==> src/rtl/smtp_pkg.sv <==
package smtp_pkg;

  typedef enum logic [2:0] {
    REPLY_NONE = 3'd0,
    REPLY_OK   = 3'd1,
    REPLY_BYE  = 3'd2,
    REPLY_502  = 3'd3,
    REPLY_503  = 3'd4,
    REPLY_500  = 3'd5,
    REPLY_354  = 3'd6
  } reply_e;

  typedef enum logic [2:0] {
    ACT_NONE    = 3'd0,
    ACT_SENDER  = 3'd1,
    ACT_RCPT    = 3'd2,
    ACT_CLEAR   = 3'd3,
    ACT_TEXT    = 3'd4,
    ACT_DELIVER = 3'd5
  } action_e;

  localparam logic [7:0] CHAR_LF   = 8'd10;
  localparam logic [7:0] CHAR_CR   = 8'd13;
  localparam logic [7:0] CHAR_DOT  = 8'd46;
  localparam logic [7:0] CHAR_LT   = 8'd60;
  localparam logic [7:0] CHAR_GT   = 8'd62;
  localparam logic [7:0] CHAR_AT   = 8'd64;
  localparam logic [7:0] CHAR_LC_A = 8'd97;
  localparam logic [7:0] CHAR_LC_Z = 8'd122;
  localparam logic [7:0] CASE_BIT  = 8'd32;

  localparam logic [31:0] VERB_NOOP = "NOOP";
  localparam logic [31:0] VERB_HELP = "HELP";
  localparam logic [31:0] VERB_VRFY = "VRFY";
  localparam logic [31:0] VERB_EXPN = "EXPN";
  localparam logic [31:0] VERB_HELO = "HELO";
  localparam logic [31:0] VERB_EHLO = "EHLO";
  localparam logic [31:0] VERB_QUIT = "QUIT";
  localparam logic [31:0] VERB_RSET = "RSET";
  localparam logic [31:0] VERB_MAIL = "MAIL";
  localparam logic [31:0] VERB_RCPT = "RCPT";
  localparam logic [31:0] VERB_DATA = "DATA";

endpackage

==> src/rtl/smtp_command_sequencer_core.sv <==
// SMTP command sequencer. The client byte stream enters one beat per cycle on
// the input channel; carriage returns are dropped and a line feed closes the
// line. Every line feed produces exactly one result beat in the next cycle, with
// the reply code, envelope action, address offset and length, the line length
// and the session state after the line; other bytes produce none. The block
// takes one byte every cycle and only stalls its input while a finished result
// is held by a stalled output. Bytes beyond MAX_LINE in a line are ignored and
// such a line always counts as holding a malformed address.
module smtp_command_sequencer_core #(
  parameter int MAX_LINE = 1024
) (
  input  logic                  clk_i,
  input  logic                  rst_ni,
  input  logic                  in_valid_i,
  output logic                  in_stall_o,
  input  logic [7:0]            rx_byte_i,
  output logic                  out_valid_o,
  input  logic                  out_stall_i,
  output smtp_pkg::reply_e      reply_o,
  output smtp_pkg::action_e     action_o,
  output logic [9:0]            addr_start_o,
  output logic [9:0]            addr_length_o,
  output logic [10:0]           line_length_o,
  output logic [2:0]            session_state_o
);
  import smtp_pkg::*;

  localparam int LW = $clog2(MAX_LINE + 1);
  localparam int PW = $clog2(MAX_LINE);
  localparam logic [LW-1:0] LINE_MAX = LW'(MAX_LINE);

  typedef enum logic [2:0] {
    PH_GREET = 3'd0,
    PH_MAIL  = 3'd1,
    PH_RCPT1 = 3'd2,
    PH_RCPT2 = 3'd3,
    PH_DATA  = 3'd4,
    PH_QUIT  = 3'd5,
    PH_DONE  = 3'd6
  } phase_e;

  phase_e          phase_q, phase_d;
  logic [LW-1:0]   line_pos_q, line_pos_d;
  logic [3:0][7:0] verb_q, verb_d;
  logic [PW-1:0]   open_pos_q, open_pos_d;
  logic            open_found_q, open_found_d;
  logic [PW-1:0]   close_pos_q, close_pos_d;
  logic            close_found_q, close_found_d;
  logic            at_open_q, at_open_d;
  logic            at_close_q, at_close_d;

  logic            out_valid_q, out_valid_d;
  reply_e          reply_q, reply_d;
  action_e         action_q, action_d;
  logic [9:0]      addr_start_q, addr_start_d;
  logic [9:0]      addr_length_q, addr_length_d;
  logic [10:0]     line_length_q;
  phase_e          state_out_q;

  logic            in_acc;
  logic            is_lf;
  logic            take;
  logic [7:0]      folded;
  logic [31:0]     verb;
  logic            addr_ok;
  logic [PW-1:0]   addr_len;
  logic [PW:0]     addr_first;

  assign in_stall_o = out_valid_q && out_stall_i;
  assign in_acc     = in_valid_i && !in_stall_o;
  assign is_lf      = (rx_byte_i == CHAR_LF);
  assign take       = in_acc && !is_lf && (rx_byte_i != CHAR_CR) &&
                      (phase_q != PH_DONE) && (line_pos_q < LINE_MAX);
  assign folded     = (rx_byte_i >= CHAR_LC_A && rx_byte_i <= CHAR_LC_Z) ?
                      rx_byte_i - CASE_BIT : rx_byte_i;
  assign verb       = (line_pos_q >= LW'(4)) ? verb_q : 32'd0;
  assign addr_len   = close_pos_q - open_pos_q - PW'(1);
  assign addr_first = {1'b0, open_pos_q} + (PW+1)'(1);
  assign addr_ok    = open_found_q && close_found_q && (close_pos_q > open_pos_q) &&
                      (line_pos_q < LINE_MAX) && (addr_len >= PW'(3)) && at_close_q;

  always_comb begin
    line_pos_d    = line_pos_q;
    verb_d        = verb_q;
    open_pos_d    = open_pos_q;
    open_found_d  = open_found_q;
    close_pos_d   = close_pos_q;
    close_found_d = close_found_q;
    at_open_d     = at_open_q;
    at_close_d    = at_close_q;
    if (take) begin
      if (line_pos_q < LW'(4)) begin
        verb_d[~line_pos_q[1:0]] = folded;
      end
      if (rx_byte_i == CHAR_LT && !open_found_q) begin
        open_found_d = 1'b1;
        open_pos_d   = PW'(line_pos_q);
      end else if (rx_byte_i == CHAR_GT) begin
        close_found_d = 1'b1;
        close_pos_d   = PW'(line_pos_q);
        at_close_d    = open_found_q && at_open_q;
      end else if (rx_byte_i == CHAR_AT && open_found_q) begin
        at_open_d = 1'b1;
      end
      line_pos_d = line_pos_q + LW'(1);
    end else if (in_acc && is_lf) begin
      line_pos_d    = '0;
      verb_d        = '0;
      open_pos_d    = '0;
      open_found_d  = 1'b0;
      close_pos_d   = '0;
      close_found_d = 1'b0;
      at_open_d     = 1'b0;
      at_close_d    = 1'b0;
    end
  end

  always_comb begin
    reply_d  = REPLY_NONE;
    action_d = ACT_NONE;
    phase_d  = phase_q;
    unique case (phase_q)
      PH_DATA: begin
        if (line_pos_q == LW'(1) && verb_q[3] == CHAR_DOT) begin
          reply_d  = REPLY_OK;
          action_d = ACT_DELIVER;
          phase_d  = PH_QUIT;
        end else begin
          action_d = ACT_TEXT;
        end
      end
      PH_GREET, PH_MAIL, PH_RCPT1, PH_RCPT2, PH_QUIT: begin
        if (verb == VERB_NOOP || verb == VERB_HELP) begin
          reply_d = REPLY_OK;
        end else if (verb == VERB_VRFY || verb == VERB_EXPN) begin
          reply_d = REPLY_502;
        end else if (verb == VERB_QUIT) begin
          reply_d = REPLY_BYE;
          phase_d = PH_DONE;
        end else if (verb == VERB_RSET) begin
          reply_d = REPLY_OK;
          if (phase_q != PH_GREET) begin
            action_d = ACT_CLEAR;
            phase_d  = PH_MAIL;
          end
        end else if (phase_q == PH_GREET) begin
          if (verb == VERB_HELO || verb == VERB_EHLO) begin
            reply_d = REPLY_OK;
            phase_d = PH_MAIL;
          end else if (verb == VERB_MAIL || verb == VERB_RCPT || verb == VERB_DATA) begin
            reply_d = REPLY_503;
          end else begin
            reply_d = REPLY_500;
          end
        end else if (verb == VERB_MAIL && phase_q == PH_MAIL) begin
          if (addr_ok) begin
            reply_d  = REPLY_OK;
            action_d = ACT_SENDER;
            phase_d  = PH_RCPT1;
          end else begin
            reply_d = REPLY_500;
          end
        end else if (verb == VERB_RCPT && (phase_q == PH_RCPT1 || phase_q == PH_RCPT2)) begin
          if (addr_ok) begin
            reply_d  = REPLY_OK;
            action_d = ACT_RCPT;
            phase_d  = PH_RCPT2;
          end else begin
            reply_d = REPLY_500;
          end
        end else if (verb == VERB_DATA && phase_q == PH_RCPT2) begin
          reply_d = REPLY_354;
          phase_d = PH_DATA;
        end else if (verb == VERB_MAIL || verb == VERB_RCPT || verb == VERB_DATA) begin
          reply_d = REPLY_503;
        end else begin
          reply_d = REPLY_500;
        end
      end
      default: begin
        phase_d = PH_DONE;
      end
    endcase
    if (action_d == ACT_SENDER || action_d == ACT_RCPT) begin
      addr_start_d  = 10'(addr_first);
      addr_length_d = 10'(addr_len);
    end else begin
      addr_start_d  = '0;
      addr_length_d = '0;
    end
  end

  assign out_valid_d = (in_acc && is_lf) || (out_valid_q && out_stall_i);

  always_ff @(posedge clk_i or negedge rst_ni) begin
    if (!rst_ni) begin
      phase_q       <= PH_GREET;
      line_pos_q    <= '0;
      verb_q        <= '0;
      open_pos_q    <= '0;
      open_found_q  <= 1'b0;
      close_pos_q   <= '0;
      close_found_q <= 1'b0;
      at_open_q     <= 1'b0;
      at_close_q    <= 1'b0;
      out_valid_q   <= 1'b0;
      reply_q       <= REPLY_NONE;
      action_q      <= ACT_NONE;
      addr_start_q  <= '0;
      addr_length_q <= '0;
      line_length_q <= '0;
      state_out_q   <= PH_GREET;
    end else begin
      line_pos_q    <= line_pos_d;
      verb_q        <= verb_d;
      open_pos_q    <= open_pos_d;
      open_found_q  <= open_found_d;
      close_pos_q   <= close_pos_d;
      close_found_q <= close_found_d;
      at_open_q     <= at_open_d;
      at_close_q    <= at_close_d;
      out_valid_q   <= out_valid_d;
      if (in_acc && is_lf) begin
        phase_q       <= phase_d;
        reply_q       <= reply_d;
        action_q      <= action_d;
        addr_start_q  <= addr_start_d;
        addr_length_q <= addr_length_d;
        line_length_q <= 11'(line_pos_q);
        state_out_q   <= phase_d;
      end
    end
  end

  assign out_valid_o     = out_valid_q;
  assign reply_o         = reply_q;
  assign action_o        = action_q;
  assign addr_start_o    = addr_start_q;
  assign addr_length_o   = addr_length_q;
  assign line_length_o   = line_length_q;
  assign session_state_o = state_out_q;

`ifndef SYNTHESIS
  a_stall_needs_result: assert property (@(posedge clk_i) disable iff (!rst_ni)
    in_stall_o |-> out_valid_o)
    else $error("input stalled without a pending result");

  a_envelope_ok: assert property (@(posedge clk_i) disable iff (!rst_ni)
    out_valid_o && (action_o == ACT_SENDER || action_o == ACT_RCPT) |-> reply_o == REPLY_OK)
    else $error("envelope update without 250 reply");

  a_addr_zero: assert property (@(posedge clk_i) disable iff (!rst_ni)
    out_valid_o && action_o != ACT_SENDER && action_o != ACT_RCPT
    |-> addr_start_o == 10'd0 && addr_length_o == 10'd0)
    else $error("address fields set without envelope update");

  a_bye_done: assert property (@(posedge clk_i) disable iff (!rst_ni)
    out_valid_o && reply_o == REPLY_BYE |-> session_state_o == PH_DONE)
    else $error("closing reply without done state");
`endif

endmodule
==> config.mk <==
export PLATFORM = sky130hd
export DESIGN_NAME = smtp_command_sequencer_core
export DESIGN_NICKNAME = d
export VERILOG_FILES = /design/src/rtl/smtp_pkg.sv /design/src/rtl/smtp_command_sequencer_core.sv
export SDC_FILE = /design/constraint.sdc
export NUM_CORES = 1
export LEC_CHECK = 0
export BUFFER_PORTS_ARGS = -buffer_cell sky130_fd_sc_hd__buf_2
export CORE_AREA = 2 2 113 115
export DETAILED_ROUTE_END_ITERATION = 7
export DIE_AREA = 0 0 115 117
export PLACE_DENSITY = 0.67
export SLEW_MARGIN = 20
export SYNTH_ARGS = -nofsm -noshare
export SYNTH_HDL_FRONTEND = slang
export SYNTH_SLANG_ARGS = --single-unit
==> constraint.sdc <==
create_clock -name clk_i -period 5.8 [get_ports clk_i]
set_input_delay 1.16 -clock clk_i [delete_from_list [all_inputs] [get_ports clk_i]]
set_output_delay 1.16 -clock clk_i [all_outputs]
set_load 0.02 [all_outputs]
==> out/qor.csv, run 1 <==
stage,metric,value,unit
clocking,Clock Latency Late Sink,360,ps
timing,Slew @ Worst Pin,983,ps
clocking,Clock transition at path regs,70,ps
yosys,Cells after Synth,645,
clocking,cts hold-fix bufs,0,
finish,"most common cell after layout, fill and taps aside",dfrtp_1,
timing,clock skew,8.54,ps
finish,share of layout cells above drive strength 1,0.147,
placed_design,post-detail-place hpwl,10700,um
global_route,GRT Resource Usage Total,0.229,
power,leakage power,3.01,nW
finish,Non-Filler Instances,842,
yosys,library cells used by synthesis,73,
timing,worst setup margin,2550,ps
placed_design,Setup Slack @ Placement,2260,ps
worst_setup_path,WP data arrival,3470,ps
finish,Filler cells,1143,
yosys,Syn Nets,675,
detailed_routing,DR pass1 iterations,6,
placed_design,gpl congestion,0.863,
detailed_routing,Wirelength per Cell,17.3,um
finish,Multi-input gate area,2980,um^2
clocking,post-CTS setup buffer count,0,
yosys,Post-Syn Area,5910,um^2
clocking,TritonCTS sink count,108,
outcome,status,"complete, no violations",
worst_setup_path,Setup crit end kind,flip-flop,
global_route,GRT overflow,0,
clocking,CTS Buffer Depth,2,
worst_setup_path,crit path cell chain,"inv_1, ha_1, inv_1, fa_1, nand2b_1, a21oi_1, xnor2_1, nor3_1, nand4_1, o311ai_4, or2_1, o21ai_0",
power,internal power,1.49,mW
detailed_routing,routed via count,4923,
power,register share of total power,0.462,
yosys,Post-synth EDFFs,0,
timing,Pins Over Slew Limit,0,
timing,Hold Fails Final Rpt,0,
worst_setup_path,"delay-heaviest family, CP",simple AND/OR/NAND/NOR gates,
finish,register area,2700,um^2
floorplan,DIE WIDTH,115,um
detailed_routing,"antenna viol nets, final",0,
finish,most frequent cells in the layout,"dfrtp_1, nand2_1, o21ai_0",
detailed_routing,WL final,14500,um
floorplan,Floorplan Core Area,12300,um^2
floorplan,die area,13500,um^2
timing,fmax,308,MHz
yosys,largest family of logic cells by synthesized area,simple AND/OR/NAND/NOR gates,
yosys,simple-gate area share of the yosys netlist,0.263,
worst_setup_path,CP bufs+invs,2,
finish,Synth-to-Final Area Change,11.3,%
detailed_routing,Via density,5.85,
worst_setup_path,Crit path top cell by count,inv_1,
clocking,Clock Tree Root,clkbuf_16,
detailed_routing,Iter 0 DRT Violations,377,
worst_setup_path,critical path class,reg -> reg,
finish,NumNets Final,718,
power,sw power,0.860,mW
yosys,Yosys reg bits,108,
worst_setup_path,critical path required time,6020,ps
clocking,H-tree lvl count,3,
clocking,CTS buffer count,9,
min_path,class of the worst hold path,reg -> reg,
worst_setup_path,crit path max fanout,14,
flow_run,max-cap violations,0,
clocking,TritonCTS clock tree,built,
worst_setup_path,crit start category,flip-flop,
floorplan,Die Ht,117,um
power,power per cell area,356,nW/um^2
worst_setup_path,slowest cell on the critical path,dfrtp_1,
timing,max_slew headroom,0.336,
global_route,first-pass GRT wire length,24000,um
timing,fin crit share,0.560,
timing,setup tns final,0,ps
floorplan,num rows,41,
placed_design,placed cell count,826,
yosys,area share of fa/ha/maj cells after synthesis,0.0394,
power,Net Sw Frac,0.367,
power,fraction of power consumed by combinational cells,0.287,
timing,Period minus WS final,3250,ps
placed_design,Port Buf Inserts,53,
yosys,Ys Warns,0,
worst_setup_path,CP max stage delay,490,ps
global_route,initial antenna violation count,0,
timing,Final setup viols,0,
power,peak supply drop,0.175,mV
detailed_routing,DRC Markers,0,
yosys,multiplexer area fraction after synthesis,0.0157,
clocking,post-CTS sizing,0,
yosys,ys flop type,dfrtp_1,
floorplan,Initial Util,0.480,
yosys,Compound-Gate Fraction of Synth Area,0.161,
floorplan,# IOs,54,
global_route,largest net degree at the start of global routing,83,
global_route,vias in the first global route,4645,
yosys,Avg Inst Size Synth,9.17,um^2
yosys,asr flop ratio synth,1.00,
timing,RSZ-0062 raised after global routing,no,
finish,antenna cells,0,
yosys,sequential-to-total area share from yosys stat,0.457,
yosys,post-synthesis xor/xnor area fraction,0.0252,
power,Clock power frac,0.250,
cell families (layout without fill, tap and decap cells):
group                      Yosys count  after routing
xor gates and xnor gates            17             17
and+or+nand+nor                    295            295
AOI/OAI and AO/OA                  143            143
adders and majority gates           18             18
muxes                                8              8
buffers and inverters               56            103
DFF                                108            108
path summary, 6_finish.rpt:
kind / start / to / slack [ps] / depth (start not counted)
max: open_pos_q[0]$_DFFE_PN0P_ / addr_start_o[2]$_DFFE_PN0P_ / 2550 / 12
min: reply_o[2]$_DFFE_PN0P_ / reply_o[2]$_DFFE_PN0P_ / 470 / 2
max reg2reg: open_pos_q[0]$_DFFE_PN0P_ / addr_start_o[2]$_DFFE_PN0P_ / 2550 / 12
min reg2reg: reply_o[2]$_DFFE_PN0P_ / reply_o[2]$_DFFE_PN0P_ / 470 / 2
max in group asynchronous: rst_ni / open_pos_q[0]$_DFFE_PN0P_ / 4070 / 3
min in group asynchronous: rst_ni / session_state_o[0]$_DFFE_PN0P_ / 700 / 1
power groups by stage:
stage,Combinational [mW],Clock [mW],Sequential (mW)
finish,0.674,0.587,1.08
global route,0.764,0.622,1.11
CTS,0.671,0.599,1.08
detailed placement,0.665,0,1.09
global placement,0.655,0,1.09
floorplan,0.516,0,1.03
through the flow:
step / hold WS, ps / utilization / cell area [um^2] / power, mW
2_1_floorplan: 443 / - / 5910 / 1.55
3_3_place_gp: 449 / 0.510 / 6280 / 1.74
3_5_place_dp: 465 / 0.510 / 6280 / 1.76
4_1_cts: 480 / 0.533 / 6560 / 2.35
5_1_grt: 504 / 0.535 / 6580 / 2.50
6_report: 471 / 0.535 / 6580 / 2.35
worst register-to-register path, stage by stage (launching register included):
cell	delay, ps
dfrtp_1	490
inv_1	110
ha_1	200
inv_1	70
fa_1	420
nand2b_1	170
a21oi_1	150
xnor2_1	100
nor3_1	190
nand4_1	210
o311ai_4	390
or2_1	450
o21ai_0	160
flip-flops by register name (all words and copies together) (netlist names):
signal and cells:
verb_q 32, line_length_o 11, line_pos_q 11, addr_length_o 10
addr_start_o 10, close_pos_q 10, open_pos_q 10, action_o 3
reply_o 3, session_state_o 3, at_close_q 1, at_open_q 1
close_found_q 1, open_found_q 1, out_valid_o 1
cell type report:
cell class / instances / share of cell area
Clock buffer: 10 / 0.0363
Clock inverter: 5 / 0.00551
Inverter: 31 / 0.0177
Multi-Input combinational cell: 481 / 0.453
Sequential cell: 108 / 0.410
Tap cell: 150 / 0.0285
Timing Repair Buffer: 57 / 0.0483
synthesized netlist by cell type (14+ instances only):
| library cell | n | area share |
|---|---|---|
| a22o_1 | 25 | 0.037 |
| a21oi_1 | 14 | 0.012 |
| clkbuf_1 | 18 | 0.011 |
| dfrtp_1 | 108 | 0.46 |
| nand4_1 | 14 | 0.015 |
| nor2_1 | 34 | 0.022 |
| inv_1 | 31 | 0.020 |
| nand3_1 | 50 | 0.042 |
| nor3_1 | 22 | 0.019 |
| nand2_1 | 101 | 0.064 |
| ha_1 | 17 | 0.036 |
| o21ai_0 | 60 | 0.051 |
layer usage:
metal | up-vias | GRT usage | share of wire
li1 | 2410 | - | -
met1 | 2350 | 0.331 | 0.48
met2 | 137 | 0.347 | 0.45
met3 | 26 | 0.0479 | 0.058
met4 | 0 | 0.0707 | 0.015
met5 | - | 0 | 0
Power figures use the tool's default switching activity.
==> run 2: changes to the inputs <==
==> constraint.sdc (replaced) <==
create_clock -name clk_i -period 3.3 [get_ports clk_i]
set_input_delay 0.66 -clock clk_i [delete_from_list [all_inputs] [get_ports clk_i]]
set_output_delay 0.66 -clock clk_i [all_outputs]
set_load 0.02 [all_outputs]
==> run 2 against run 1 <==
Clock-buffer cell count up 1. Clock power increased by 130%. Worst setup slack worse by 2300 ps. Critical path depth decreased by 2. Fmax up 7.7%. Utilization rose by 1.2 points. Register-to-register slack worse by 2300 ps. First-iteration DRC count is 4.2% higher. Non-clock buffer count increased by 8. Sequential power grew 77%. Total power grew 90%. Critical endpoint is now session_state_o[2]$_DFFE_PN0P_. Largest cell class unchanged. Highest routed layer unchanged.
==> out/qor.csv, run 2 (same netlist as run 1, synthesis figures left out) <==
stage,metric,value,unit
outcome,status,"complete, no violations",
worst_setup_path,capturing point of the worst reg2reg path,session_state_o[2]$_DFFE_PN0P_,
worst_setup_path,WP data arrival,3260,ps
worst_setup_path,end point of the critical path,session_state_o[2]$_DFFE_PN0P_,
global_route,GRT Resource Usage Total,0.228,
power,Final Power,4.46,mW
timing,clock skew,8.71,ps
clocking,TritonCTS sink count,108,
global_route,GRT overflow,0,
timing,Final setup viols,0,
global_route,met1 GRT Util,0.333,
placed_design,post-detail-place hpwl,10900,um
timing,fin crit share,0.914,
timing,worst setup margin,285,ps
floorplan,Die Ht,117,um
global_route,largest net degree at the start of global routing,109,
power,leakage power,3.09,nW
global_route,initial antenna violation count,0,
clocking,CTS Buffer Depth,2,
finish,largest register by flop count,verb_q,
finish,"most common cell after layout, fill and taps aside",dfrtp_1,
detailed_routing,DRC Markers,0,
placed_design,gpl congestion,0.927,
clocking,Clock transition at path regs,70,ps
worst_setup_path,critical path class,reg -> reg,
finish,Synth-to-Final Area Change,13.9,%
finish,share of layout cells above drive strength 1,0.157,
worst_setup_path,crit path max fanout,6,
global_route,first-pass GRT wire length,24100,um
floorplan,die area,13500,um^2
clocking,post-CTS setup buffer count,0,
floorplan,Initial Util,0.480,
finish,number of flip-flops under the largest register name,32,
detailed_routing,Wirelength per Cell,17.3,um
global_route,vias in the first global route,4637,
detailed_routing,Via density,5.93,
floorplan,Floorplan Core Area,12300,um^2
timing,Slew @ Worst Pin,708,ps
worst_setup_path,number of cells on the worst reg-to-reg path,10,
finish,NumNets Final,726,
global_route,Top Usage Layer GRT,met2,
detailed_routing,Iter 0 DRT Violations,393,
clocking,post-CTS sizing,0,
clocking,CTS buffer count,9,
worst_setup_path,Setup crit start,open_pos_q[1]$_DFFE_PN0P_,
clocking,H-tree lvl count,3,
global_route,GRT met2 Usage,0.343,
clocking,cts hold-fix bufs,0,
finish,antenna cells,0,
power,peak supply drop,0.459,mV
min_path,class of the worst hold path,in -> async,
clocking,Clock Latency Late Sink,360,ps
worst_setup_path,crit start category,flip-flop,
timing,Period minus WS final,3020,ps
clocking,Clock Tree Root,clkbuf_16,
global_route,M3 GR Usage,0.0453,
placed_design,Setup Slack @ Placement,320,ps
timing,fmax,332,MHz
timing,setup tns final,0,ps
worst_setup_path,Setup crit end kind,flip-flop,
timing,RSZ-0062 raised after global routing,no,
floorplan,# IOs,54,
clocking,TritonCTS clock tree,built,
detailed_routing,routed via count,5042,
timing,Pins Over Slew Limit,0,
floorplan,DIE WIDTH,115,um
worst_setup_path,Worst R2R Start,open_pos_q[1]$_DFFE_PN0P_,
power,power per cell area,662,nW/um^2
worst_setup_path,critical path required time,3540,ps
flow_run,max-cap violations,0,
worst_setup_path,r2r setup slk,280,ps
timing,max_slew headroom,0.523,
detailed_routing,WL final,14700,um
timing,Hold Fails Final Rpt,0,
floorplan,num rows,41,
detailed_routing,"antenna viol nets, final",0,
detailed_routing,DR pass1 iterations,5,
finish,most frequent cells in the layout,"dfrtp_1, nand2_1, o21ai_0",
placed_design,Port Buf Inserts,53,
## run 2: worst max-delay path, stage by stage, from the launching register on
cell and delay (ps):
dfrtp_1 480, inv_1 70, ha_1 360, a211oi_2 290, nor4_1 90, o41a_1 400, nor2_1 130, xnor2_1 230
o311ai_4 200, a211oi_4 330, mux2_4 320
## run 2: layer usage
metal  wire length, um  vias up
met3               854       22
li1                  -     2438
met5                 0        -
met2              6470      194
met1              7160     2388
met4               257        0
## run 2: worst min-delay path by stage
| stage | startpoint | to | slack, ps | cells past startpoint |
|---|---|---|---|---|
| 2_1_floorplan | rst_ni | action_o[0]$_DFFE_PN0P_ | 360 | 0 |
| 3_3_place_gp | reply_o[2]$_DFFE_PN0P_ | reply_o[2]$_DFFE_PN0P_ | 450 | 2 |
| 3_5_place_dp | line_length_o[8]$_DFFE_PN0P_ | line_length_o[8]$_DFFE_PN0P_ | 470 | 2 |
| 4_1_cts | rst_ni | session_state_o[0]$_DFFE_PN0P_ | 400 | 2 |
| 5_1_grt | rst_ni | session_state_o[0]$_DFFE_PN0P_ | 400 | 2 |
| 6_report | rst_ni | session_state_o[0]$_DFFE_PN0P_ | 310 | 2 |
## run 2: area by class of cell
class                   instances  area [um^2]
multi-input cells             481         2980
clock inverters                 4          120
fillers                      1164         5580
clock buffers                  11          253
repair buffers                 65          370
inverters                      31          116
flip-flops and latches        108         2700
well taps                     150          188
## run 2: where the power goes
group	leakage, nW	internal (mW)	switching [mW]
clock network	0.182	0.855	0.472
logic	1.47	0.529	0.688
registers	1.44	1.57	0.344
## run 2: stage by stage
stage	std cells	util	hold slack, ps	cell area (um^2)
2_1_floorplan	645	-	364	5910
3_3_place_gp	835	0.517	454	6360
3_5_place_dp	835	0.517	467	6360
4_1_cts	850	0.547	398	6730
5_1_grt	850	0.547	405	6730
6_report	850	0.547	313	6730
